<file path="src/sv/grd_pkg.sv">
// ----------------------------------------------------------------------------
// grd_pkg
// Shared types, constants and helpers of the gray to RGBA downscale and
// mirror block.
// ----------------------------------------------------------------------------
package grd_pkg;

  localparam int MAX_WIDTH_DEF  = 4096;
  localparam int MAX_HEIGHT_DEF = 4096;

  // Width of a raw size register and of the compare that clamps it.
  localparam int SIZE_REG_W = 13;
  localparam int SIZE_CMP_W = 14;

  localparam int COORD_W = 12;
  localparam int PAIR_W  = 9;
  localparam int SUM_W   = 10;
  localparam int RGBA_W  = 32;

  localparam int APB_ADDR_W = 4;
  localparam int APB_DATA_W = 32;

  // Register indexes, taken from paddr[3:2].
  localparam logic [1:0] REG_SRC_WIDTH  = 2'd0;
  localparam logic [1:0] REG_SRC_HEIGHT = 2'd1;
  localparam logic [1:0] REG_HALF_SCALE = 2'd2;
  localparam logic [1:0] REG_MIRROR_ON  = 2'd3;

  localparam logic [SIZE_REG_W-1:0] SRC_WIDTH_RST  = 13'd640;
  localparam logic [SIZE_REG_W-1:0] SRC_HEIGHT_RST = 13'd480;

  localparam logic [7:0]       ALPHA_OPAQUE = 8'hFF;
  localparam logic [SUM_W:0]   BOX_ROUND    = 11'd4;

  typedef struct packed {
    logic [SIZE_REG_W-1:0] src_width;
    logic [SIZE_REG_W-1:0] src_height;
    logic                  half_scale;
    logic                  mirror_on;
  } cfg_t;

  // One pending request between the position stage and the output stage.
  typedef struct packed {
    logic [COORD_W-1:0] x;
    logic [COORD_W-1:0] y;
    logic [PAIR_W-1:0]  val;
    logic               half;
    logic               frame_end;
  } pix_t;

  function automatic logic [RGBA_W-1:0] make_rgba(input logic [7:0] g);
    make_rgba = {ALPHA_OPAQUE, g, g, g};
  endfunction

endpackage

</file>
<file path="src/sv/grd_back.sv">
// ----------------------------------------------------------------------------
// grd_back
// Output stage: finishes the 2x2 box average, packs the RGBA word and holds
// the result register toward the sink.
// ----------------------------------------------------------------------------
module grd_back (
  input  logic                        clk,
  input  logic                        rst_n,
  input  logic                        s1_valid,
  input  grd_pkg::pix_t               s1_pix,
  input  logic [grd_pkg::PAIR_W-1:0]  ram_rdata,
  output logic                        s1_take,
  output logic                        out_valid,
  input  logic                        out_stall,
  output logic [grd_pkg::COORD_W-1:0] out_x,
  output logic [grd_pkg::COORD_W-1:0] out_y,
  output logic [grd_pkg::RGBA_W-1:0]  out_rgba,
  output logic                        out_frame_end
);

  logic                        out_valid_r;
  logic [grd_pkg::COORD_W-1:0] x_r, y_r;
  logic [grd_pkg::RGBA_W-1:0]  rgba_r;
  logic                        fe_r;

  logic [grd_pkg::SUM_W-1:0]   sum;
  logic [grd_pkg::SUM_W:0]     avg;
  logic [7:0]                  gray;

  assign s1_take = !out_valid_r || !out_stall;

  // Four-pixel sum from the stored upper pair and the current lower pair.
  assign sum = grd_pkg::SUM_W'(ram_rdata) + grd_pkg::SUM_W'(s1_pix.val);
  assign avg = ((grd_pkg::SUM_W + 1)'(sum) + grd_pkg::BOX_ROUND) >> 2;
  assign gray = s1_pix.half ? 8'(avg - (grd_pkg::SUM_W + 1)'(1)) : s1_pix.val[7:0];

  always_ff @(posedge clk) begin
    if (!rst_n) begin
      out_valid_r <= 1'b0;
    end else if (s1_take) begin
      out_valid_r <= s1_valid;
    end
  end

  always_ff @(posedge clk) begin
    if (s1_take && s1_valid) begin
      x_r    <= s1_pix.x;
      y_r    <= s1_pix.y;
      rgba_r <= grd_pkg::make_rgba(gray);
      fe_r   <= s1_pix.frame_end;
    end
  end

  assign out_valid     = out_valid_r;
  assign out_x         = x_r;
  assign out_y         = y_r;
  assign out_rgba      = rgba_r;
  assign out_frame_end = fe_r;

`ifndef ASSERT_OFF
  a_alpha_opaque: assert property (@(posedge clk) disable iff (!rst_n)
    out_valid_r |-> (rgba_r[31:24] == grd_pkg::ALPHA_OPAQUE))
    else $error("result word is not opaque");

  a_load_when_free: assert property (@(posedge clk) disable iff (!rst_n)
    (s1_valid && !out_valid_r) |=> out_valid_r)
    else $error("pending request not moved into a free result register");

  a_gray_replicated: assert property (@(posedge clk) disable iff (!rst_n)
    out_valid_r |-> ((rgba_r[23:16] == rgba_r[15:8]) && (rgba_r[15:8] == rgba_r[7:0])))
    else $error("color channels differ");
`endif

endmodule

</file>
<file path="config.mk">
export PLATFORM = sky130hd
export DESIGN_NAME = grd_back
export DESIGN_NICKNAME = d
export VERILOG_FILES = /design/src/sv/grd_pkg.sv /design/src/sv/grd_back.sv
export SDC_FILE = /design/constraint.sdc
export NUM_CORES = 1
export LEC_CHECK = 0
export ABC_AREA = 0
export BUFFER_PORTS_ARGS = -buffer_cell sky130_fd_sc_hd__buf_2
export CAP_MARGIN = 20
export CELL_PAD_IN_SITES_DETAIL_PLACEMENT = 2
export CELL_PAD_IN_SITES_GLOBAL_PLACEMENT = 2
export CORE_UTILIZATION = 28
export CTS_CLUSTER_SIZE = 14
export DETAILED_ROUTE_END_ITERATION = 6
export HOLD_SLACK_MARGIN = 0.1
export PLACE_DENSITY_LB_ADDON = 0.1
export RECOVER_POWER = 25
export SLEW_MARGIN = 40
export SYNTH_ARGS = -nofsm -noshare
export SYNTH_HDL_FRONTEND = slang
export SYNTH_SLANG_ARGS = --single-unit
</file>
<file path="constraint.sdc">
create_clock -name clk -period 5.9 [get_ports clk]
set_clock_uncertainty 0.05 [all_clocks]
set_input_delay 1.18 -clock clk [delete_from_list [all_inputs] [get_ports clk]]
set_output_delay 1.18 -clock clk [all_outputs]
set_load 0.02 [all_outputs]
</file>
==> impl_metrics.toml <==
[timing]
hold_viol_final = 0
clock.fmax_mhz = 276
unrepaired_setup_endpoints_after_global_routing = "false"
setup_total_negative_slack_ns = 0
max-slew-margin-rel = -0.178
min_period_over_period = 0.615
period_needed_ns = 3.63
final_setup_violation_count = 0
maxSlewViolCount = 34
tightestPinTransition_ns = 1.77

[floorplanning]
die_height_um = 83.7
area_of_the_die_um2 = 7010
total_number_of_placement_rows = 29
floorplan.core_area_um2 = 6390
io_pins = 107
die_width_um = 83.7
floorplan.initialDensity = 0.293

[worst_setup_path]
worst-endpoint-arrival_ns = 3.61
critPathSlowestCell = "sky130_fd_sc_hd__fa_1"
crit_path_max_fanout = 3
worstPathBufferInverterCount = 2
worstPathRequired_ns = 5.88
timing.rr.end = "out_y[10]"
worstRegToRegCells = 3
path_common_cell = "sky130_fd_sc_hd__xnor2_1"
cp-end-kind = "flip-flop"
cp_top_family = "adder cells"
timing.reg2reg.setup_slack_ns = 3.63
crit_chain = "buf_2 -> ha_1 -> nand3_1 -> inv_1 -> fa_1 -> a21o_1 -> a221oi_2 -> xnor2_1 -> nor4_2 -> xnor2_1 -> mux2_4"
reg2reg_from = "out_valid"
worstSetupPathType = "primary input to flip-flop"
cp.depth = 11
max_stage_delay_ns = 0.40
crit_path_start_kind = "primary input"

[synth]
seq_area_frac_synth = 0.541
area_leader_netlist = "sky130_fd_sc_hd__edfxtp_1"
netlist_top_cells_count = "33 x sky130_fd_sc_hd__edfxtp_1, 24 x sky130_fd_sc_hd__buf_4, 16 x sky130_fd_sc_hd__ha_1"
ys_top_cells_by_area = "sky130_fd_sc_hd__edfxtp_1 53%, sky130_fd_sc_hd__ha_1 11%, sky130_fd_sc_hd__buf_4 9.6%"
edff_count_synth = 33
synth.ff_latch_count = 34
yosysMostFrequentCell = "sky130_fd_sc_hd__edfxtp_1"
syn-mean-instance-area_um2 = 12.7
mappedNetlistArea_um2 = 1870
synth.lib_cells_used.distinct = 39
synth_top_flop_cell = "sky130_fd_sc_hd__edfxtp_1"
ys.warnings.count = 0
yosys.area.top_type_share = 0.530
syn_inst = 147
synthArstFlopShare = 0

[placement]
io_buffers = 98
gpl.final_weighted_congestion = 0.705
detailed_place_hpwl_mm = 4.00
placedCellCount = 305

[worst_hold_path]
timing.hold.worst_endpoint = "out_valid"
hold_path.class = "flip-flop to flip-flop"
start_point_of_the_worst_hold_path = "out_valid"
holdPathStages = 2

[job]
cap_viol_max_count = 1

[global_route]
grt_max_degree = 34
global_route.usage.total = 0.138
grt-ovfl-total = 0
first_global_vias = 1434
antenna_found_initial = 0
first_pass_grt_wire_length_mm = 7.40

[cells_and_area]
num-fill-cells = 712
syn2layout_area_growth_pct = 29.0
layout_utilization = 0.378
finish.net_count = 300
share_of_final_layout_standard_cells_stronger_than_drive_strength_1 = 0.483
non_filler_instance_count_after_layout = 313
antenna_cells_inserted = 0

[power_and_ir_drop]
leakage_uw = 0.00113
irDropWorstVdd_uv = 145
power.density_cell_area_nw_per_um2 = 285

[drt]
detailedRoute.firstPassIterationCount = 4
detail_route.wl_per_cell_um = 14.7
routed_wl_mm = 4.61
vias_per_cell = 4.51
drt.antenna.violating_nets = 0
initialDrtViolationCount = 33
vias = 1411
route.detailed.drc = 0

[run_status]
run_status = "finished with violations"
violations_in_the_final_reports = "max-capacitance violations, max-slew violations"

[clock_network]
clock-root-buffer = "sky130_fd_sc_hd__clkbuf_8"
cts.sink_count = 34
holdBufCountCts = 0
htree_num_levels = 2
path_clk_slew_ns = 0.07
clk_path_buf_depth = 2
cts_setup_buffers = 0
insertion_delay_ns = 0.28
cts_buffers = 5
cts-resized-gates = 0
cts_tree = "yes"
where the power goes:
| part | switching, µW | leakage [µW] | internal [µW] |
|---|---|---|---|
| logic | 120 | 0.000749 | 75.1 |
| clock network | 78.4 | 0.0000575 | 118 |
| registers | 7.81 | 0.000327 | 289 |
cells in the final DEF (no fill, tap or decap), types with 3 or more instances in the layout:
cell                       count
sky130_fd_sc_hd__nor2_1        8
sky130_fd_sc_hd__clkbuf_8      8
sky130_fd_sc_hd__xnor2_1       7
sky130_fd_sc_hd__conb_1        8
sky130_fd_sc_hd__buf_2        98
sky130_fd_sc_hd__nand3_1       4
sky130_fd_sc_hd__nand2_1       3
sky130_fd_sc_hd__edfxtp_1     33
sky130_fd_sc_hd__a21o_1        3
sky130_fd_sc_hd__a21oi_1       8
sky130_fd_sc_hd__inv_1         8
sky130_fd_sc_hd__ha_1         16
kinds of logic after synthesis:
kind of cell | Yosys count | synth area share
compound gates | 24 | 0.0884
xor+xnor | 9 | 0.0422
fa+ha+maj | 17 | 0.118
buf+inv | 33 | 0.114
flops | 34 | 0.541
mux | 3 | 0.0194
other cells | 1 | 0.00201
simple gates | 26 | 0.0750
through the flow:
step / area [µm²] / total power, µW / hold WS [ns] / setup slack, ns
2_1_floorplan: 1900 / 455 / 0.548 / 2.34
3_3_place_gp: 2310 / 496 / 0.458 / 2.01
3_5_place_dp: 2310 / 503 / 0.494 / 1.91
4_1_cts: 2420 / 701 / 0.505 / 2.22
5_1_grt: 2410 / 731 / 0.586 / 2.09
6_report: 2410 / 688 / 0.496 / 2.27
metal layers:
| layer | GRT usage | vias to the layer above | wire length, µm |
|---|---|---|---|
| met2 | 0.234 | 70 | 2310 |
| met5 | 0 | - | 0 |
| met3 | 0.0277 | 4 | 295 |
| li1 | - | 681 | - |
| met4 | 0.0647 | 0 | 78 |
| met1 | 0.167 | 656 | 1930 |
sequential cells by signal, indices dropped and copies added (netlist names):
register / flops
out_x: 12
out_frame_end: 1
out_valid: 1
out_rgba: 8
out_y: 12
worst min-delay path: stages, from the launching register on:
cell and delay (ns):
sky130_fd_sc_hd__dfxtp_1 0.32, sky130_fd_sc_hd__a21oi_1 0.12, sky130_fd_sc_hd__nor2b_1 0.06
worst max-delay path by stage:
stage	from	to	slack (ns)
after floorplan	s1_pix[3]	out_rgba[22]	2.34
after global placement	s1_pix[3]	out_rgba[15]	2.01
after detailed placement	s1_pix[3]	out_rgba[15]	1.91
after CTS	s1_pix[3]	out_rgba[15]	2.22
after global routing	s1_pix[3]	out_rgba[22]	2.09
final	s1_pix[3]	out_rgba[22]	2.27
layout make-up:
| cell class | count | area (µm²) | area share |
|---|---|---|---|
| clock buffers | 8 | 110 | 0.0456 |
| inverters | 8 | 30.0 | 0.0124 |
| multi-input cells | 87 | 671 | 0.278 |
| flip-flops and latches | 34 | 1010 | 0.419 |
| well taps | 77 | 96.3 | 0.0399 |
| repair buffers | 99 | 494 | 0.205 |
(Power assumes the default switching activity.)
