**src/sv/grd_pkg.sv**
```systemverilog
// ----------------------------------------------------------------------------
// grd_pkg
// Shared types, constants and helpers of the gray to RGBA downscale and
// mirror block.
// ----------------------------------------------------------------------------
package grd_pkg;

  localparam int MAX_WIDTH_DEF  = 4096;
  localparam int MAX_HEIGHT_DEF = 4096;

  // Width of a raw size register and of the compare that clamps it.
  localparam int SIZE_REG_W = 13;
  localparam int SIZE_CMP_W = 14;

  localparam int COORD_W = 12;
  localparam int PAIR_W  = 9;
  localparam int SUM_W   = 10;
  localparam int RGBA_W  = 32;

  localparam int APB_ADDR_W = 4;
  localparam int APB_DATA_W = 32;

  // Register indexes, taken from paddr[3:2].
  localparam logic [1:0] REG_SRC_WIDTH  = 2'd0;
  localparam logic [1:0] REG_SRC_HEIGHT = 2'd1;
  localparam logic [1:0] REG_HALF_SCALE = 2'd2;
  localparam logic [1:0] REG_MIRROR_ON  = 2'd3;

  localparam logic [SIZE_REG_W-1:0] SRC_WIDTH_RST  = 13'd640;
  localparam logic [SIZE_REG_W-1:0] SRC_HEIGHT_RST = 13'd480;

  localparam logic [7:0]       ALPHA_OPAQUE = 8'hFF;
  localparam logic [SUM_W:0]   BOX_ROUND    = 11'd4;

  typedef struct packed {
    logic [SIZE_REG_W-1:0] src_width;
    logic [SIZE_REG_W-1:0] src_height;
    logic                  half_scale;
    logic                  mirror_on;
  } cfg_t;

  // One pending request between the position stage and the output stage.
  typedef struct packed {
    logic [COORD_W-1:0] x;
    logic [COORD_W-1:0] y;
    logic [PAIR_W-1:0]  val;
    logic               half;
    logic               frame_end;
  } pix_t;

  function automatic logic [RGBA_W-1:0] make_rgba(input logic [7:0] g);
    make_rgba = {ALPHA_OPAQUE, g, g, g};
  endfunction

endpackage

```
**src/sv/grd_cfg_regs.sv**
```systemverilog
// ----------------------------------------------------------------------------
// grd_cfg_regs
// APB-style register file holding the source size and mode bits.
// ----------------------------------------------------------------------------
module grd_cfg_regs (
  input  logic                           clk,
  input  logic                           rst_n,
  input  logic                           psel,
  input  logic                           penable,
  input  logic                           pwrite,
  input  logic [grd_pkg::APB_ADDR_W-1:0] paddr,
  input  logic [grd_pkg::APB_DATA_W-1:0] pwdata,
  output logic [grd_pkg::APB_DATA_W-1:0] prdata,
  output logic                           pready,
  output grd_pkg::cfg_t                  cfg
);

  grd_pkg::cfg_t cfg_r;
  logic          wr_en;

  assign pready = 1'b1;
  assign wr_en  = psel && penable && pwrite;
  assign cfg    = cfg_r;

  always_ff @(posedge clk) begin
    if (!rst_n) begin
      cfg_r.src_width  <= grd_pkg::SRC_WIDTH_RST;
      cfg_r.src_height <= grd_pkg::SRC_HEIGHT_RST;
      cfg_r.half_scale <= 1'b0;
      cfg_r.mirror_on  <= 1'b0;
    end else if (wr_en) begin
      unique case (paddr[3:2])
        grd_pkg::REG_SRC_WIDTH:  cfg_r.src_width  <= pwdata[grd_pkg::SIZE_REG_W-1:0];
        grd_pkg::REG_SRC_HEIGHT: cfg_r.src_height <= pwdata[grd_pkg::SIZE_REG_W-1:0];
        grd_pkg::REG_HALF_SCALE: cfg_r.half_scale <= pwdata[0];
        grd_pkg::REG_MIRROR_ON:  cfg_r.mirror_on  <= pwdata[0];
        default: ;
      endcase
    end
  end

  always_comb begin
    unique case (paddr[3:2])
      grd_pkg::REG_SRC_WIDTH:  prdata = grd_pkg::APB_DATA_W'(cfg_r.src_width);
      grd_pkg::REG_SRC_HEIGHT: prdata = grd_pkg::APB_DATA_W'(cfg_r.src_height);
      grd_pkg::REG_HALF_SCALE: prdata = grd_pkg::APB_DATA_W'(cfg_r.half_scale);
      grd_pkg::REG_MIRROR_ON:  prdata = grd_pkg::APB_DATA_W'(cfg_r.mirror_on);
      default:                 prdata = '0;
    endcase
  end

endmodule

```
**config.mk**
```make
export PLATFORM = sky130hd
export DESIGN_NAME = grd_cfg_regs
export DESIGN_NICKNAME = d
export VERILOG_FILES = /design/src/sv/grd_pkg.sv /design/src/sv/grd_cfg_regs.sv
export SDC_FILE = /design/constraint.sdc
export NUM_CORES = 1
export LEC_CHECK = 0
export ABC_CLOCK_PERIOD_IN_PS = 1000
export BUFFER_PORTS_ARGS = -buffer_cell sky130_fd_sc_hd__buf_2
export CORE_MARGIN = 3
export CORE_UTILIZATION = 43
export CTS_BUF_LIST = sky130_fd_sc_hd__clkbuf_8
export DETAILED_ROUTE_END_ITERATION = 6
export PLACE_DENSITY = 0.88
export SYNTH_ARGS = -nofsm -noshare
export SYNTH_HDL_FRONTEND = slang
export SYNTH_SLANG_ARGS = --single-unit
```
**constraint.sdc**
```tcl
create_clock -name clk -period 1 [get_ports clk]
set_input_delay 0.05 -clock clk [delete_from_list [all_inputs] [get_ports clk]]
set_output_delay 0.05 -clock clk [all_outputs]
set_load 0.02 [all_outputs]
```
==> out/qor.csv, run 1 <==
stage,metric,value,unit
synthesis,synth_simple_gate_area_share,18.8,%
sta,holdWs,0.0159,ns
cts,clk_latency,0.28,ns
setup_path,crit_type,reg2out,
synthesis,yosys_warnings,0,
layout,stdcell_area,0.00208,mm2
route,avgRoutedWirePerCell,12.3,um
synthesis,synthMuxAreaShare,25.5,%
setup_path,cp-end-kind,output port,
setup_path,worstPathRequired,0.95,ns
setup_path,crit_chain,mux4_2 -> buf_6,
layout,drive_gt1_share,50.6,%
grt,grt_pass1_wl,5830,um
setup_path,r2r_start,cfg[24]$_SDFFE_PN1P_,
grt,grt_util_met1,20.2,%
synthesis,netlist_instances,165,
floorplan,die_h,65.1,um
grt,top_usage_layer,met2,
layout,antennaDiodeCount,0,
route,first_pass_iters,4,
setup_path,cp_slowest_cell,mux4_2,
placed_design,io_buffers,60,
sta,grt_setup_unrepaired,true,
grt,grt_max_degree,23,
setup_path,cp_slowest_stage_delay,0.47,ns
grt,grt_pass1_vias,1279,
setup_path,crit_family,multiplexers,
pwr,ir_drop,602,uV
route,viasPerCell,4.59,
synthesis,synth_area,0.00150,mm2
floorplan,io_pins,102,
route,wl,3580,um
grt,overflow,0,
setup_path,crit_cells,2,
status,status,"finished, violations left",
sta,final.setup.tns,-0.297,ns
cts,cts_made_buffers,3,
grt,use_met3,3.42,%
layout,area_delta_synth_final,38.4,%
setup_path,cp_max_fo,2,
synthesis,synth_top_family_by_area,multiplexers,
layout,largest_reg_flops,28,
placed_design,gp_congestion,0.771,
placed_design,dp_slack,-0.0517,ns
cts,root_buffer,clkbuf_8,
floorplan,fp.dieW,65.1,um
sta,hold_violations,0,
grt,grt_usage,17.5,%
synthesis,synth_cell_type_count,23,
setup_path,crit_end,prdata[0],
synthesis,synth_fa_ha_area_share,0,%
job,max-cap-violations,0,
floorplan,dieArea,0.00424,mm2
synthesis,seq_area_frac_synth,37.3,%
placed_design,hpwlAfterDp,2660,um
synthesis,synth_xor_area_share,0,%
route,drt_iter0_drc,82,
route,dr_total_vias,1336,
setup_path,worstPathArrival,1.22,ns
sta,fmax,788,MHz
sta,post-route-min-period,1.27,ns
synthesis,synth_compound_area_share,2.50,%
grt,use_met2,32.7,%
cts,clk_path_buf_depth,2,
cts,htree_levels,1,
layout,nets,289,
pwr,p_per_area,1080,mW/mm2
cts,clock-sinks,28,
setup_path,cp_num_buf_inv,1,
route,ant_nets,0,
placed_design,placed_area,0.00184,mm2
worst_hold_path,hold_path_class,in2reg,
synthesis,synth.avg_cell_area,9.10,um2
sta,setup_violations,5,
sta,maxSlewViolCount,0,
sta,finalClockSkew,0,ns
sta,fin_crit_sh,127,%
setup_path,r2r_end,cfg[24]$_SDFFE_PN1P_,
synthesis,ys_seq_elements,28,
setup_path,cp-start-kind,flip-flop,
grt,antenna_found_initial,0,
setup_path,ff2ff_path_depth,3,
sta,setup_ws,-0.270,ns
cts,cts.reportedPaths.clkPinSlew,0.09,ns
status,violations,negative setup slack,
floorplan,start_util,47.2,%
floorplan,rows,20,
cts,cts_tree,done,
setup_path,startpoint,cfg[0]$_SDFFE_PN0P_,
setup_path,reg2reg_slack,0.26,ns
floorplan,core,0.00318,mm2
route,drc,0,
pwr,leakagePower,1.08,nW
-- cell usage after synthesis, drive strengths merged --
cell    number  share of area (%)
nand3        2                1.0
and3         1               0.50
nor2b        3                1.3
or3          1               0.42
o211ai       4                2.0
mux4         1                1.5
o31ai        1               0.50
nand4b       3                1.8
nor3b        2                1.8
inv          4                1.0
clkbuf       3               0.75
buf         27                 14
nor3         1               0.67
nand2       34                8.5
conb         2               0.50
nor2        12                3.0
dfxtp       28                 37
mux2i       36                 24
-- worst min path at each step --
stage	start	slack, ns	to	depth (start not counted)
after CTS	pwdata[5]	0.009	cfg[20]$_SDFFE_PN0P_	3
after global placement	pwdata[9]	0.31	cfg[11]$_SDFFE_PN0P_	3
after detailed placement	pwdata[5]	0.32	cfg[20]$_SDFFE_PN0P_	3
after floorplan	pwdata[5]	0.19	cfg[20]$_SDFFE_PN0P_	2
final	pwdata[5]	0.02	cfg[20]$_SDFFE_PN0P_	3
after global routing	pwdata[5]	0.03	cfg[20]$_SDFFE_PN0P_	3
-- worst register-to-register path: stages, from the launching register on --
cell      delay, ns
dfxtp_2        0.33
buf_4          0.12
o31ai_1        0.05
o211ai_1       0.11
-- cells by family after synthesis --
family / count (synthesis)
AO/OA/AOI/OAI: 5
buffers and inverters: 34
flip-flops: 28
multiplexers: 37
other: 2
AND/OR/NAND/NOR: 59
-- repair_timing --
action	in CTS	in global routing
buffers inserted	14	2
endpoints found under the setup margin	13	13
resized for setup	33	5
pin swaps	0	2
hold buffers	0	0
-- cell usage in the layout (no fill, tap or decap), drive strengths merged --
master,synthesis,routed
or3,1,1
mux2i,36,36
inv,4,4
nand3,2,2
nor3b,2,2
conb,2,20
nor3,1,1
clkbuf,3,4
buf,27,90
nor2b,3,3
nand2,34,34
and3,1,1
mux4,1,1
nand4b,3,3
dfxtp,28,28
o211ai,4,4
o31ai,1,1
nor2,12,12
-- routing by layer --
layer	part of all wire, %	vias to the layer above
li1	-	669
met1	41	608
met2	51	54
met3	6.9	5
met4	1.0	0
met5	0	-
-- metrics by stage --
stage,util [%],instances,total power [W]
finish,65.4,291,0.00224
CTS,64.7,289,0.00226
global placement,57.9,271,0.00153
global route,65.4,291,0.00234
floorplan,-,183,0.00146
detailed placement,57.9,271,0.00153
-- layout make-up --
cell class              count  area, um2
multi-input cells         121        778
clock buffers               4       55.1
inverters                   4       15.0
well taps                  44       55.1
fillers                   287       1100
flip-flops and latches     28        593
repair buffers             90        582
-- power breakdown --
part	internal, W	total [W]	switching, W
Sequential	0.00113	0.00114	0.00000975
Combinational	0.000149	0.000388	0.000239
Clock	0.000353	0.000706	0.000353
Total	0.00163	0.00224	0.000602
(Power assumes the default switching activity.)
==> inputs of run 2 (changes only) <==
--- a/config.mk
+++ b/config.mk
@@ -5,13 +5,14 @@
 export SDC_FILE = /design/constraint.sdc
 export NUM_CORES = 1
 export LEC_CHECK = 0
+export ABC_AREA = 1
 export ABC_CLOCK_PERIOD_IN_PS = 1000
 export BUFFER_PORTS_ARGS = -buffer_cell sky130_fd_sc_hd__buf_2
 export CORE_MARGIN = 3
 export CORE_UTILIZATION = 43
 export CTS_BUF_LIST = sky130_fd_sc_hd__clkbuf_8
 export DETAILED_ROUTE_END_ITERATION = 6
-export PLACE_DENSITY = 0.88
+export PLACE_DENSITY = 0.87
 export SYNTH_ARGS = -nofsm -noshare
 export SYNTH_HDL_FRONTEND = slang
 export SYNTH_SLANG_ARGS = --single-unit
==> out/qor.csv, run 2 <==
stage,metric,value,unit,change
status,status,"finished, violations left",,
status,violations,negative setup slack,,
placed_design,gp_congestion,0.721,,-6.5%
placed_design,io_buffers,60,,unchanged
synthesis,ys_seq_elements,28,,unchanged
sta,post-route-min-period,1.02,ns,-0.248 ns
cts,clock-sinks,28,,unchanged
sta,hold_violations,0,,unchanged
cts,clk_latency,0.27,ns,about the same
grt,grt_max_degree,29,,+26%
layout,nets,330,,+14%
grt,grt_usage,18.2,%,+0.73 points
synthesis,synth_area,0.00151,mm2,+0.50%
cts,root_buffer,clkbuf_8,,
pwr,ir_drop,505,uV,-16%
route,wl,3770,um,+5.2%
synthesis,synthArstFlopShare,0,%,unchanged
layout,multi_input_area,727,um2,-6.6%
grt,overflow,0,,unchanged
cts,cts_tree,done,,
synthesis,seq_area_frac_synth,37.1,%,-0.19 points
setup_path,crit_end,prdata[2],,
sta,holdWs,0.0991,ns,+0.0832 ns
setup_path,worstPathArrival,0.97,ns,-0.25 ns
route,dr_total_vias,1510,,+13%
layout,final_common_cell,buf_2,,
floorplan,start_util,47.1,%,-0.13 points
route,viasPerCell,4.55,,-0.93%
setup_path,startpoint,cfg[17]$_SDFFE_PN0P_,,
synthesis,ys_top_cells_by_area,"dfxtp_1 37%, buf_4 12%, nor2_1 11%, nand2_1 10%, nand3_1 9.6%",,
setup_path,r2r_end,cfg[15]$_SDFFE_PN0P_,,
setup_path,cp-end-kind,output port,,
grt,grt_pass1_vias,1385,,+8.3%
synthesis,synth.avg_cell_area,7.08,um2,-22%
layout,register_area,592,um2,-0.21%
setup_path,r2r_start,cfg[15]$_SDFFE_PN0P_,,
sta,finalClockSkew,0,ns,unchanged
floorplan,fp.dieW,65.2,um,+0.23%
sta,maxSlewViolCount,0,,unchanged
route,drt_iter0_drc,93,,+13%
setup_path,worstPathRequired,0.95,ns,about the same
route,avgRoutedWirePerCell,11.3,um,-7.8%
layout,area_delta_synth_final,40.0,%,
placed_design,hpwlAfterDp,2480,um,-6.5%
layout,antennaDiodeCount,0,,unchanged
layout,largest_reg_flops,28,,unchanged
pwr,p_per_area,1190,mW/mm2,+11%
synthesis,synth.most_common_cell,nor2_1,,
synthesis,synthMuxAreaShare,0,%,-26 points
layout,drive_gt1_share,41.0,%,-9.6 points
synthesis,synth_simple_gate_area_share,35.4,%,+17 points
setup_path,reg2reg_slack,0.28,ns,+0.02 ns
route,drc,0,,unchanged
cts,clk_path_buf_depth,2,,unchanged
layout,layout_common_cells,"47 x buf_2, 43 x nor2_1, 41 x nand2_1",,
floorplan,io_pins,102,,unchanged
grt,antenna_found_initial,0,,unchanged
worst_hold_path,worstHoldStart,pwdata[11],,
worst_hold_path,hold_path_class,in2reg,,
layout,final_cell_count_no_fill,332,,+14%
synthesis,yosys.area.top_type_share,37.1,%,-0.19 points
setup_path,cp-start-kind,flip-flop,,
setup_path,ff2ff_path_depth,3,,unchanged
sta,setup_violations,4,,-1
job,max-cap-violations,0,,unchanged
synthesis,synth_ff_type,dfxtp_1,,
layout,n_fill_cell,281,,-2.1%
setup_path,crit_type,reg2out,,
synthesis,synth_top_family_by_area,simple AND/OR/NAND/NOR gates,,
floorplan,dieArea,0.00426,mm2,+0.46%
sta,setup_ws,-0.0223,ns,+0.248 ns
pwr,leakagePower,1.11,nW,+2.4%
sta,grt_setup_unrepaired,true,,
synthesis,netlist_instances,213,,+29%
worst_hold_path,hold_path_depth,5,,+2
floorplan,die_h,65.2,um,+0.23%
cts,cts_made_buffers,3,,unchanged
sta,fmax,978,MHz,+24%
synthesis,synth_fa_ha_area_share,0,%,unchanged
synthesis,synth_edf_count,0,,unchanged
synthesis,synth_compound_area_share,7.63,%,+5.1 points
synthesis,synth_cell_type_count,17,,-26%
floorplan,core,0.00320,mm2,+0.79%
synthesis,yosys_warnings,0,,unchanged
synthesis,yosysTopAreaCell,dfxtp_1,,
synthesis,yosys-top-cells-count,"43 x nor2_1, 42 x nand2_1, 29 x nand3_1, 28 x dfxtp_1, 24 x buf_4",,
placed_design,dpl.cell_count,307,,+13%
setup_path,cp_max_fo,2,,unchanged
floorplan,rows,20,,unchanged
route,first_pass_iters,4,,unchanged
cts,cts.reportedPaths.clkPinSlew,0.09,ns,about the same
placed_design,dp_slack,0.0324,ns,+0.0841 ns
synthesis,synth_xor_area_share,0,%,unchanged
layout,fin_util,66.0,%,+0.58 points
sta,fin_crit_sh,102,%,-25 points
grt,grt_pass1_wl,6110,um,+4.9%
route,ant_nets,0,,unchanged
cts,htree_levels,1,,unchanged
-- run 2: changes by cell type after synthesis, sizes merged, moves of 2 or more --
cell | before | now
buf | 27 | 31
inv | 4 | 16
nor2b | 3 | 0
clkbuf | 3 | 0
a21oi | 0 | 2
mux2i | 36 | 0
nor2 | 12 | 48
o211ai | 4 | 0
nand3 | 2 | 29
nand4b | 3 | 0
nor3b | 2 | 0
a22o | 0 | 12
nand2 | 34 | 44
-- run 2: worst min-delay path by stage --
stage,to
floorplan,cfg[22]$_SDFFE_PN1P_
detailed placement,cfg[9]$_SDFFE_PN1P_
CTS,cfg[13]$_SDFFE_PN0P_
global placement,cfg[10]$_SDFFE_PN1P_
finish,cfg[26]$_SDFFE_PN0P_
global route,cfg[13]$_SDFFE_PN0P_
-- run 2: critical path, stage by stage, from the launching register on --
cell     delay (ns)
dfxtp_2        0.33
a22o_1         0.24
buf_6          0.13
-- run 2: layout make-up --
cell class	instances	share of cell area [%]
multi-input cells	156	34.4
repair buffers	84	28.8
flip-flops and latches	28	28.0
inverters	16	2.84
well taps	44	2.61
clock buffers	3	1.95
clock inverters	1	1.42
-- run 2: where the power goes --
group / switching, W / leakage (nW) / internal [W]
logic: 0.000302 / 0.836 / 0.000181
clock network: 0.000346 / 0.0357 / 0.000536
registers: 0.0000147 / 0.236 / 0.00114
-- run 2: what timing repair did --
item / in CTS / in global routing
hold endpoints to repair: 6 / 0
hold buffers: 5 / 0
pin swaps: 12 / 4
setup endpoints to repair: 12 / 13
buffers inserted: 14 / 2
resized for setup: 41 / 10
-- run 2: metal layers --
metal  track usage, %  vias up  part of all wire (%)  routed length (um)
li1                 -      785                     -                   -
met1             20.6      668                    41                1550
met2             33.9       55                    52                1950
met3             3.42        2                   6.4                 243
met4             6.22        0                  0.50                  19
met5                0        -                     0                   0
-- run 2: metrics by stage --
stage	setup TNS (ns)	power, W	cell area (um2)
2_1_floorplan	0	0.00153	1580
3_3_place_gp	0	0.00159	1760
3_5_place_dp	0	0.00160	1760
4_1_cts	-0.0541	0.00254	2080
5_1_grt	-0.483	0.00266	2110
6_report	-0.0395	0.00252	2110
-- run 2: logic make-up after synthesis --
logic type,count (synthesis)
AND/OR/NAND/NOR,122
flip-flops,28
other,2
AO/OA/AOI/OAI,14
buffers and inverters,47
