<file path="config.mk">
export PLATFORM = sky130hd
export DESIGN_NAME = grd_front
export DESIGN_NICKNAME = d
export VERILOG_FILES = /design/src/sv/grd_pkg.sv /design/src/sv/grd_front.sv
export SDC_FILE = /design/constraint.sdc
export NUM_CORES = 1
export LEC_CHECK = 0
export ABC_AREA = 0
export BUFFER_PORTS_ARGS = -buffer_cell sky130_fd_sc_hd__buf_2
export CAP_MARGIN = 5
export CORE_MARGIN = 2
export CORE_UTILIZATION = 35
export CTS_CLUSTER_DIAMETER = 120
export DETAILED_ROUTE_END_ITERATION = 8
export MAX_ROUTING_LAYER = met4
export PLACE_DENSITY = 0.63
export REMOVE_ABC_BUFFERS = 1
export SLEW_MARGIN = 25
export SYNTH_ARGS = -nofsm -noshare
export SYNTH_HDL_FRONTEND = slang
export SYNTH_SLANG_ARGS = --single-unit
</file>
<file path="constraint.sdc">
create_clock -name clk -period 10.79 [get_ports clk]
set_clock_uncertainty 0.05 [all_clocks]
set_input_delay 1.6185 -clock clk [delete_from_list [all_inputs] [get_ports clk]]
set_output_delay 1.6185 -clock clk [all_outputs]
set_load 0.01 [all_outputs]
</file>
<file path="src/sv/grd_pkg.sv">
// ----------------------------------------------------------------------------
// grd_pkg
// Shared types, constants and helpers of the gray to RGBA downscale and
// mirror block.
// ----------------------------------------------------------------------------
package grd_pkg;

  localparam int MAX_WIDTH_DEF  = 4096;
  localparam int MAX_HEIGHT_DEF = 4096;

  // Width of a raw size register and of the compare that clamps it.
  localparam int SIZE_REG_W = 13;
  localparam int SIZE_CMP_W = 14;

  localparam int COORD_W = 12;
  localparam int PAIR_W  = 9;
  localparam int SUM_W   = 10;
  localparam int RGBA_W  = 32;

  localparam int APB_ADDR_W = 4;
  localparam int APB_DATA_W = 32;

  // Register indexes, taken from paddr[3:2].
  localparam logic [1:0] REG_SRC_WIDTH  = 2'd0;
  localparam logic [1:0] REG_SRC_HEIGHT = 2'd1;
  localparam logic [1:0] REG_HALF_SCALE = 2'd2;
  localparam logic [1:0] REG_MIRROR_ON  = 2'd3;

  localparam logic [SIZE_REG_W-1:0] SRC_WIDTH_RST  = 13'd640;
  localparam logic [SIZE_REG_W-1:0] SRC_HEIGHT_RST = 13'd480;

  localparam logic [7:0]       ALPHA_OPAQUE = 8'hFF;
  localparam logic [SUM_W:0]   BOX_ROUND    = 11'd4;

  typedef struct packed {
    logic [SIZE_REG_W-1:0] src_width;
    logic [SIZE_REG_W-1:0] src_height;
    logic                  half_scale;
    logic                  mirror_on;
  } cfg_t;

  // One pending request between the position stage and the output stage.
  typedef struct packed {
    logic [COORD_W-1:0] x;
    logic [COORD_W-1:0] y;
    logic [PAIR_W-1:0]  val;
    logic               half;
    logic               frame_end;
  } pix_t;

  function automatic logic [RGBA_W-1:0] make_rgba(input logic [7:0] g);
    make_rgba = {ALPHA_OPAQUE, g, g, g};
  endfunction

endpackage

</file>
<file path="src/sv/grd_front.sv">
// ----------------------------------------------------------------------------
// grd_front
// Input stage: frame position counters, held left pixel, destination
// coordinates and line memory control. Holds one pending request.
// ----------------------------------------------------------------------------
module grd_front #(
  parameter int MAX_WIDTH  = grd_pkg::MAX_WIDTH_DEF,
  parameter int MAX_HEIGHT = grd_pkg::MAX_HEIGHT_DEF,
  parameter int LINE_DEPTH = MAX_WIDTH / 2,
  parameter int LAW        = (LINE_DEPTH > 1) ? $clog2(LINE_DEPTH) : 1
) (
  input  logic                       clk,
  input  logic                       rst_n,
  input  grd_pkg::cfg_t              cfg,
  input  logic                       in_valid,
  output logic                       in_stall,
  input  logic [7:0]                 in_gray,
  input  logic                       s1_take,
  output logic                       s1_valid,
  output grd_pkg::pix_t              s1_pix,
  output logic                       ram_we,
  output logic                       ram_re,
  output logic [LAW-1:0]             ram_addr,
  output logic [grd_pkg::PAIR_W-1:0] ram_wdata
);

  localparam int CW = (MAX_WIDTH > 1) ? $clog2(MAX_WIDTH) : 1;
  localparam int RW = (MAX_HEIGHT > 1) ? $clog2(MAX_HEIGHT) : 1;
  localparam int SW = $clog2(MAX_WIDTH + 1);
  localparam int SH = $clog2(MAX_HEIGHT + 1);
  localparam int XW = grd_pkg::COORD_W;

  logic [CW-1:0] col_count_r, col_count_nxt;
  logic [RW-1:0] row_count_r, row_count_nxt;
  logic [7:0]    left_r;
  logic          s1_valid_r, s1_valid_nxt;
  grd_pkg::pix_t s1_pix_r, pix_nxt;

  logic          acc;
  logic [SW-1:0] w, dw, col_inc;
  logic [SH-1:0] h, dh, row_inc;
  logic [CW-1:0] col;
  logic [RW-1:0] row;
  logic [SW-1:0] xs;
  logic [SH-1:0] ys;
  logic          col_wrap;
  logic          emit;
  logic [grd_pkg::PAIR_W-1:0] pair;

  assign acc      = in_valid && !in_stall;
  assign in_stall = s1_valid_r && !s1_take;
  assign s1_valid = s1_valid_r;
  assign s1_pix   = s1_pix_r;

  // Out-of-range sizes are clamped to 1..MAX.
  always_comb begin
    if (cfg.src_width == '0) begin
      w = SW'(1);
    end else if ({1'b0, cfg.src_width} > grd_pkg::SIZE_CMP_W'(MAX_WIDTH)) begin
      w = SW'(MAX_WIDTH);
    end else begin
      w = SW'(cfg.src_width);
    end
    if (cfg.src_height == '0) begin
      h = SH'(1);
    end else if ({1'b0, cfg.src_height} > grd_pkg::SIZE_CMP_W'(MAX_HEIGHT)) begin
      h = SH'(MAX_HEIGHT);
    end else begin
      h = SH'(cfg.src_height);
    end
  end

  // A counter left beyond a size changed mid-frame restarts at zero.
  assign col = (SW'(col_count_r) >= w) ? '0 : col_count_r;
  assign row = (SH'(row_count_r) >= h) ? '0 : row_count_r;

  assign dw      = w >> 1;
  assign dh      = h >> 1;
  assign xs      = SW'(col) >> 1;
  assign ys      = SH'(row) >> 1;
  assign col_inc = SW'(col) + SW'(1);
  assign row_inc = SH'(row) + SH'(1);
  assign col_wrap = col_inc >= w;
  assign pair    = grd_pkg::PAIR_W'(left_r) + grd_pkg::PAIR_W'(in_gray);

  assign emit      = !cfg.half_scale || (col[0] && row[0]);
  assign ram_addr  = LAW'(col >> 1);
  assign ram_wdata = pair;
  assign ram_we    = acc && cfg.half_scale && col[0] && !row[0];
  assign ram_re    = acc && cfg.half_scale && col[0] && row[0];

  always_comb begin
    pix_nxt.half = cfg.half_scale;
    if (!cfg.half_scale) begin
      pix_nxt.x = cfg.mirror_on ? XW'(w - SW'(1) - SW'(col)) : XW'(col);
      pix_nxt.y = XW'(row);
      pix_nxt.val = {1'b0, in_gray};
      pix_nxt.frame_end = (SW'(col) == w - SW'(1)) && (SH'(row) == h - SH'(1));
    end else begin
      pix_nxt.x = cfg.mirror_on ? XW'(dw - SW'(1) - xs) : XW'(xs);
      pix_nxt.y = XW'(ys);
      pix_nxt.val = pair;
      pix_nxt.frame_end = (xs == dw - SW'(1)) && (ys == dh - SH'(1));
    end
  end

  always_comb begin
    col_count_nxt = col_count_r;
    row_count_nxt = row_count_r;
    if (acc) begin
      if (col_wrap) begin
        col_count_nxt = '0;
        row_count_nxt = (row_inc >= h) ? '0 : RW'(row_inc);
      end else begin
        col_count_nxt = CW'(col_inc);
        row_count_nxt = row;
      end
    end
  end

  always_comb begin
    s1_valid_nxt = s1_valid_r && !s1_take;
    if (acc) begin
      s1_valid_nxt = emit;
    end
  end

  always_ff @(posedge clk) begin
    if (!rst_n) begin
      col_count_r <= '0;
      row_count_r <= '0;
      left_r      <= '0;
      s1_valid_r  <= 1'b0;
    end else begin
      col_count_r <= col_count_nxt;
      row_count_r <= row_count_nxt;
      s1_valid_r  <= s1_valid_nxt;
      if (acc) begin
        left_r <= in_gray;
      end
    end
  end

  always_ff @(posedge clk) begin
    if (acc) begin
      s1_pix_r <= pix_nxt;
    end
  end

`ifndef ASSERT_OFF
  a_stall_needs_pending: assert property (@(posedge clk) disable iff (!rst_n)
    in_stall |-> s1_valid_r)
    else $error("input stalled with no pending request");

  a_full_mode_emits: assert property (@(posedge clk) disable iff (!rst_n)
    (acc && !cfg.half_scale) |=> s1_valid_r)
    else $error("full-size pixel produced no request");

  a_pending_held: assert property (@(posedge clk) disable iff (!rst_n)
    (s1_valid_r && !s1_take) |=> (s1_valid_r && $stable(s1_pix_r)))
    else $error("pending request lost or changed before it was taken");
`endif

endmodule

</file>
==> results of run 1 <==
-- path summary, 6_finish.rpt --
path                                startpoint             end  slack (ns)
worst max-delay path                   cfg[19]  row_count_r[6]        2.27
worst min-delay path                 left_r[4]       left_r[4]        0.41
worst max register to register  row_count_r[2]  row_count_r[6]        4.63
worst min register to register       left_r[4]       left_r[4]        0.41
-- registers in the layout, indices dropped and copies added, names as in the netlist --
| register | count |
|---|---|
| row_count_r | 12 |
| left_r | 8 |
| s1_pix | 35 |
| col_count_r | 12 |
| s1_valid | 1 |
-- kinds of logic after synthesis --
logic type,share of synthesized area [%]
compound gates,22.1
xor+xnor,7.39
fa+ha+maj,14.9
buf+inv,5.46
flops,22.6
mux,4.36
simple gates,23.2
-- metal layers --
layer  share of wire (%)  track usage, %  vias to the layer above  wire [um]
li1                    -               -                     3672          -
met1                  47            29.8                     3571      11300
met2                  44            31.9                      288      10400
met3                 6.2            2.89                       43       1460
met4                 2.4            7.85                        0        563
met5                   0               -                        -          0
-- final cells by class --
cell class,instances,share of cell area (%)
Inverter,57,2.49
Sequential cell,68,19.9
Clock inverter,7,1.15
Timing Repair Buffer,104,6.24
Tap cell,275,4.01
Multi-Input combinational cell,786,63.6
Clock buffer,9,2.62
-- through the flow --
step                      std cells  instance area [um2]  worst slack, ns
after floorplan                 911                 7380             2.79
after global placement         1290                 8260             2.31
after detailed placement       1290                 8260             2.13
after CTS                      1306                 8590             2.48
after global routing           1306                 8590             1.63
final                          1306                 8590             2.27
-- worst max-delay path: cells and delay by family --
family / cells / cell delay (ns)
AND/OR/NAND/NOR: 15 / 4.60
XOR/XNOR: 1 / 0.09
buffers and inverters: 4 / 0.68
adder cells (fa/ha/maj): 3 / 0.76
AO/OA/AOI/OAI: 7 / 0.98
-- power by group --
group          switching (mW)  leakage [nW]  internal [mW]  total (mW)
Sequential            0.00914         0.618          0.289       0.299
Combinational           0.162          2.92          0.108       0.270
Clock                   0.126         0.158          0.204       0.330
-- cells in the final DEF, fill, tap and decap left out, types with 7 or more instances in the layout --
cell type                   count
sky130_fd_sc_hd__mux2i_1       15
sky130_fd_sc_hd__nor2b_1       10
sky130_fd_sc_hd__nand3_1       29
sky130_fd_sc_hd__mux2_2         8
sky130_fd_sc_hd__o21ai_0       56
sky130_fd_sc_hd__clkbuf_16      9
sky130_fd_sc_hd__a22oi_1        7
sky130_fd_sc_hd__a211oi_1      10
sky130_fd_sc_hd__xor2_1        20
sky130_fd_sc_hd__xnor2_1       44
sky130_fd_sc_hd__and2_1        12
sky130_fd_sc_hd__dfxtp_1       33
sky130_fd_sc_hd__nand2_1      102
sky130_fd_sc_hd__nor2_1        79
sky130_fd_sc_hd__buf_2         98
sky130_fd_sc_hd__o21a_1         8
sky130_fd_sc_hd__nor4_1        13
sky130_fd_sc_hd__ha_1          84
sky130_fd_sc_hd__a22o_1        12
sky130_fd_sc_hd__nand2b_1      10
sky130_fd_sc_hd__nand4_1       18
sky130_fd_sc_hd__inv_1         55
sky130_fd_sc_hd__o211ai_1       8
sky130_fd_sc_hd__nor3_1        28
sky130_fd_sc_hd__a21o_1        17
sky130_fd_sc_hd__and3_1        15
sky130_fd_sc_hd__a21oi_1       65
sky130_fd_sc_hd__edfxtp_1      35
sky130_fd_sc_hd__a31oi_1       15
==> summary by stage, run 1 <==
Global route
For this run the aggregate overflow at the end of global routing stands at 0. The global-route wire length before repair is about 37000 um. The via count of the first global-routing pass is 6783.

The initial antenna violation count is 0. Global routing used 21.5% of the available tracks. The maximum number of pins on one net before global-route repair is 54.

STA
The actual slew at the worst max-slew pin is roughly 0.98 ns. After routing, the total negative slack on setup checks comes to 0 ns. The share of the clock period used by the worst path after layout is between 70% and 80%. The shortest clock period the worst path allows after layout is 8.52 ns. The number of endpoints with negative hold slack in the final report is 0. The number of failing setup endpoints in the final timing report is 0. Measured against its own limit, the worst slew margin works out to roughly a third. The max-slew violation total from the final report came to 0. Setup repair after global routing left no endpoint under its margin. Across all hold checks on the routed design, the worst slack comes to 0.410 ns. Based on the critical path, the design can be clocked at up to 117 MHz.

Final layout
The number of nets in the finished design is 1153. Of the cells placed in the final design, the portion with a size suffix greater than 1 is 14.3%. The number of inserted filler cells in the final layout is 2198. The area growth from synthesis to layout is 13.2%. The sequential cell area is 0.00171 mm2. The number of diodes added for antenna fixing is 0. The utilization of the core after routing is 40.6%. The area of the multi-input gates is between 0.005 and 0.006 mm2.

Die
The die is 151 um tall. The region available for standard cell placement spans about 0.021 mm2. The full die area is 0.0229 mm2. Row generation in the floorplan step produced 53 rows. The horizontal die dimension is 151 um. 99 I/O pins were placed. The initial utilization of the core area, before any placement, comes to 35.8%.

Synthesis
The top flip-flop cell by instance count after synthesis is sky130_fd_sc_hd__edfxtp_1. After synthesis, the mean cell area works out to 7.88 um2. After technology mapping, the gate count stands at about 960.

Summed over its instances, the top area cell type makes up 13.9% of the synthesized netlist area. The count of state elements after synthesis is 68. The combined area of all synthesized cells is 0.00758 mm2.

By area the synthesized netlist is led by sky130_fd_sc_hd__edfxtp_1 (14%), sky130_fd_sc_hd__ha_1 (14%), sky130_fd_sc_hd__dfxtp_1 (8.7%). Counting distinct cell types in the post-synthesis netlist gives 76. The number of synthesized flops with an enable pin is 35. In the synthesized netlist the async set-or-reset flop fraction comes to 0%. For this run, the register share of the synthesized area comes to 22.6%. The cell accounting for the most synthesized area is sky130_fd_sc_hd__edfxtp_1. The total of warnings raised by yosys is 0. Sorting the synthesized cells by how often they occur yields sky130_fd_sc_hd__nand2_1 (102), sky130_fd_sc_hd__ha_1 (84), sky130_fd_sc_hd__nor2_1 (79), sky130_fd_sc_hd__a21oi_1 (65), sky130_fd_sc_hd__o21ai_0 (56). The most common cell in the netlist is sky130_fd_sc_hd__nand2_1.

Pwr
Dividing total power by cell area gives a power density of 105 mW/mm2. The worst-case vdd ir drop is 55.7 uV. The overall power after layout is 0.898 mW.

For this design the static power due to leakage is 3.70 nW.

Setup path
By startpoint and endpoint, the worst setup path is classified as input pin to flip-flop. For the worst setup path, the data arrival time is 8.76 ns. The largest fanout on the critical path is 16.

The critical path capture point type is a flip-flop. The worst-path cell with the longest stage delay is sky130_fd_sc_hd__nor4_2. For the worst setup path, the data required time is 11.04 ns. The worst setup path is launched from an input pin.

The worst register-to-register path has a depth of 20. On the worst path, the slowest cell contributes a delay of 0.72 ns.

Clock network
Clock-pin slew was measured on the worst setup and hold paths at 0.06 ns. In this run, CTS created clock tree buffers numbering 9. The number of buffers on the longest clock path is 2. The number of gates resized after CTS is 0.

For this design, the CTS-stage hold fixing added 0 buffers. The cell sitting at the root of the clock tree is a sky130_fd_sc_hd__clkbuf_16. The clock latency of the later-clocked register in the worst-skew pair is 0.35 ns.

The post-CTS setup buffer count is 0. The number of sinks driven by the clock tree is 68. The number of levels in the clock H-tree is 3. The TritonCTS clock tree is done.

Drt
The number of nets with antenna violations after routing is 0. Wires add up to about 24000 um. The routed via count divided by cell count is 5.80. The routed layout has ~7600 vias. Dividing the detail-routed wire length by the instance count gives 18.2 um. The detailed router's first-iteration violation count is ~570. The count of unresolved DRC violations after routing is 0.

The first detailed-routing pass ran for 5 iterations.

Outcome
The flow ran to the end, and the final reports show no timing, DRC or antenna violations.

Place
The count of input and output buffers is 98. The routability congestion estimate from global placement is a little under 1. The final HPWL from detailed placement is about 18000 um.

Min path
The count of cells along the worst hold path is 2. The tightest min-delay check is of the flip-flop to flip-flop type.

Job
Max-cap violations in this run came to 0.
Note: power is estimated with default switching activity, not from simulation.
==> run 2, diff against run 1 <==
--- a/config.mk
+++ b/config.mk
@@ -13,7 +13,7 @@
 export CTS_CLUSTER_DIAMETER = 120
 export DETAILED_ROUTE_END_ITERATION = 8
 export MAX_ROUTING_LAYER = met4
-export PLACE_DENSITY = 0.63
+export PLACE_DENSITY = 0.65
 export REMOVE_ABC_BUFFERS = 1
 export SLEW_MARGIN = 25
 export SYNTH_ARGS = -nofsm -noshare
==> constraint.sdc (replaced) <==
create_clock -name clk -period 7.7 [get_ports clk]
set_clock_uncertainty 0.05 [all_clocks]
set_input_delay 1.155 -clock clk [delete_from_list [all_inputs] [get_ports clk]]
set_output_delay 1.155 -clock clk [all_outputs]
set_load 0.01 [all_outputs]
==> run 2 against run 1 <==
Against the previous run:
- cell count is 0.92% higher
- total power is 33% higher
- critical path depth is 2 lower
- count of clock-buffer cells in the layout stayed put
- critical endpoint is now row_count_r[8]
- routed wire length is 2.1% lower
- design area is 0.50% higher
- die area stayed put
==> summary by stage, run 2 (synthesis results as in run 1) <==
Outcome
The flow ran to the end, and the final reports show no timing, DRC or antenna violations.

STA
The share of the clock period used by the worst path after layout is 88.5%. The sum of negative setup slack is 0 ns (unchanged). Setup repair after global routing left no endpoint under its margin.

The actual slew at the worst max-slew pin is 0.962 ns (-0.0157 ns). The worst path in the final design needs a cycle of 6.82 ns, including I/O delays and setup. The number of endpoints with negative hold slack in the final report is 0 (unchanged).

The worst hold slack after final layout is 0.405 ns (-0.00477 ns). The worst relative slew slack is 35.9% (+2.7 points). Timing would allow up to 147 MHz. The max-slew violation total from the final report was 0 (unchanged). The number of failing setup endpoints in the final timing report is 0 (unchanged). The setup slack after layout is 0.882 ns (-1.39 ns).

Drt
The detailed router's first-iteration violation count came to 499 (-12%). The per-cell routed wire length is 17.6 um (-3.0%). The number of nets with antenna violations after routing is 0 (unchanged). The routed via count divided by cell count is 5.70 (-1.7%). The post-detailed-routing wire length is 23200 um (-2.1%). The length of the first detailed-routing pass in iterations is 7 (+2). The detailed-route via count is 7515 (-0.78%). The count of unresolved DRC violations after routing is 0 (unchanged).

Setup path
The count of buffer and inverter cells on the critical path is 4 (unchanged). The worst setup path is launched from an input pin. The arrival time of the worst setup path came to 7.05 ns (-1.71 ns). The largest fanout on the critical path is 15 (-1).

The critical path capture point type is a flip-flop. Among cell families on the critical path, the largest total delay comes from simple AND/OR/NAND/NOR gates. The worst endpoint required time was 7.93 ns (-3.11 ns). The largest stage delay on the critical path is 0.56 ns (-0.16 ns). The critical path is of the input pin to flip-flop type. On the critical path, the stage with the largest delay is an instance of sky130_fd_sc_hd__or4_4.

Final layout
The share of final-layout standard cells stronger than drive strength 1 came to 15.3% (+1.1 points). The number of flip-flops in the largest register is 35 (unchanged). The number of diodes added for antenna fixing was 0 (unchanged).

The sequential cell area is 0.00171 mm2 (unchanged). The most frequent standard cell in the layout excluding fill and tap cells is sky130_fd_sc_hd__nand2_1. The number of inserted filler cells in the final layout is 2149 (-2.2%). The final instance area is 0.00863 mm2 (+0.50%).

The area growth from synthesis to layout is 13.8%. The final instance count without filler cells came to 1318 (+0.92%). The top cell types in the final layout, fill and taps aside, are sky130_fd_sc_hd__nand2_1 (102), sky130_fd_sc_hd__buf_2 (98), sky130_fd_sc_hd__ha_1 (84), sky130_fd_sc_hd__nor2_1 (79), sky130_fd_sc_hd__a21oi_1 (65).

The utilization of the core after routing was 40.8% (+0.20 points). The number of nets in the finished design is 1165 (+1.0%). The area of the multi-input gates was 0.00546 mm2 (unchanged).

Pwr
The overall power after layout is 1.19 mW (+33%). The share of power burned in combinational logic is 31.8% (+1.8 points). The cell internal power dissipation is 0.778 mW (+29%).

The power density over the cells is 138 mW/mm2 (+32%). The switching power as a share of total power came to 34.7% (+1.7 points). The worst-case vdd ir drop is 135 uV (+140%).

The leakage power summed over all cells is 3.73 nW (+0.87%). The clock network power share is 33.1% (-3.6 points). The portion of total power attributed to sequential cells is 35.1% (+1.9 points). The net switching power of the design is 0.414 mW (+39%).

Place
The worst-case setup slack after placement was 0.581 ns (-1.55 ns). The final HPWL from detailed placement is 17900 um (-0.64%). The area after detailed placement is 0.00835 mm2 (+1.1%). The routability congestion estimate from global placement is 0.994 (+1.4%).

The count of input and output buffers was 98 (unchanged). The number of cells after detailed placement is 1302 (+0.93%).

Clock network
The number of buffers on the longest clock path is 2 (unchanged). The clock latency of the later-clocked register in the worst-skew pair is 0.34 ns (about the same). The number of sinks driven by the clock tree was 68 (unchanged). The number of levels in the clock H-tree is 3 (unchanged). TritonCTS built the clock tree. The root buffer cell chosen for the clock tree is sky130_fd_sc_hd__clkbuf_16. The TritonCTS buffer count was 9 (unchanged). The total of hold buffers inserted after clock tree synthesis is 0 (unchanged).

The post-CTS setup buffer count was 0 (unchanged). The number of gates resized after CTS is 0 (unchanged). The CTS clock-pin slew for the worst setup and hold paths is 0.06 ns (about the same).

Global route
The total routing usage reported by global routing was 21.3% (-0.18 points). The via count of the first global-routing pass is 6869 (+1.3%). The maximum number of pins on one net before global-route repair is 53 (-1.9%). The sum of overflow across all layers after global routing came to 0 (unchanged).

The initial antenna violation count came to 0 (unchanged). The global-route wire length before repair is 37000 um (-0.99%).

Die
The horizontal die dimension is 151 um (unchanged). The full die area is 0.0229 mm2 (unchanged). The cell row count came to 53 (unchanged). The die span in y came to 151 um (unchanged). The area of the core is 0.0212 mm2 (unchanged). The starting utilization of the core area is 35.8% (unchanged). The I/O pin total is 99 (unchanged).

Job
The number of maximum-capacitance constraint violations is 0 (unchanged).

Min path
The type of the tightest min-delay check is flip-flop to flip-flop.
run 2: worst reg2reg max path, stage by stage (launching register included):
cell and delay [ns]:
sky130_fd_sc_hd__dfxtp_1 0.71, sky130_fd_sc_hd__ha_1 0.35, sky130_fd_sc_hd__a211o_1 0.29, sky130_fd_sc_hd__a31oi_1 0.16
sky130_fd_sc_hd__o211ai_1 0.15, sky130_fd_sc_hd__a32oi_1 0.28, sky130_fd_sc_hd__buf_4 0.21, sky130_fd_sc_hd__nand2_1 0.14
sky130_fd_sc_hd__inv_1 0.15, sky130_fd_sc_hd__ha_1 0.32, sky130_fd_sc_hd__nand3_1 0.19, sky130_fd_sc_hd__nor2_1 0.37
sky130_fd_sc_hd__xnor2_1 0.17, sky130_fd_sc_hd__nor2_1 0.06, sky130_fd_sc_hd__ha_1 0.33, sky130_fd_sc_hd__o211ai_1 0.22
sky130_fd_sc_hd__nor2_1 0.07, sky130_fd_sc_hd__a2111oi_0 0.30, sky130_fd_sc_hd__o21ai_0 0.33, sky130_fd_sc_hd__nor4_2 0.22
sky130_fd_sc_hd__buf_4 0.20, sky130_fd_sc_hd__o211a_1 0.15, sky130_fd_sc_hd__a21o_1 0.07
run 2: worst paths after layout:
check / startpoint / endpoint / slack (ns) / depth (start not counted)
min: left_r[4] / left_r[4] / 0.41 / 2
min reg2reg: left_r[4] / left_r[4] / 0.41 / 2
max: cfg[19] / row_count_r[8] / 0.88 / 28
max reg2reg: row_count_r[2] / row_count_r[6] / 2.16 / 22
run 2: area by class of cell:
cell class              count  area share [%]
clock inverters             7           0.595
multi-input cells         786            63.2
clock buffers               9            2.61
well taps                 275            3.99
repair buffers            116            7.25
flip-flops and latches     68            19.8
inverters                  57            2.48
run 2: power by group through the flow:
stage	Clock [mW]	Sequential (mW)	Combinational, mW
floorplan	0	0.432	0.241
global placement	0	0.426	0.371
detailed placement	0	0.426	0.374
CTS	0.409	0.418	0.376
global route	0.421	0.421	0.422
finish	0.394	0.418	0.379
run 2: layer usage:
| metal | vias to the layer above | global-route usage (%) | share of wire [%] |
|---|---|---|---|
| li1 | 3699 | - | - |
| met1 | 3520 | 29.8 | 48 |
| met5 | - | - | 0 |
| met3 | 31 | 3.49 | 6.3 |
| met2 | 265 | 31.9 | 44 |
| met4 | 0 | 5.65 | 1.9 |
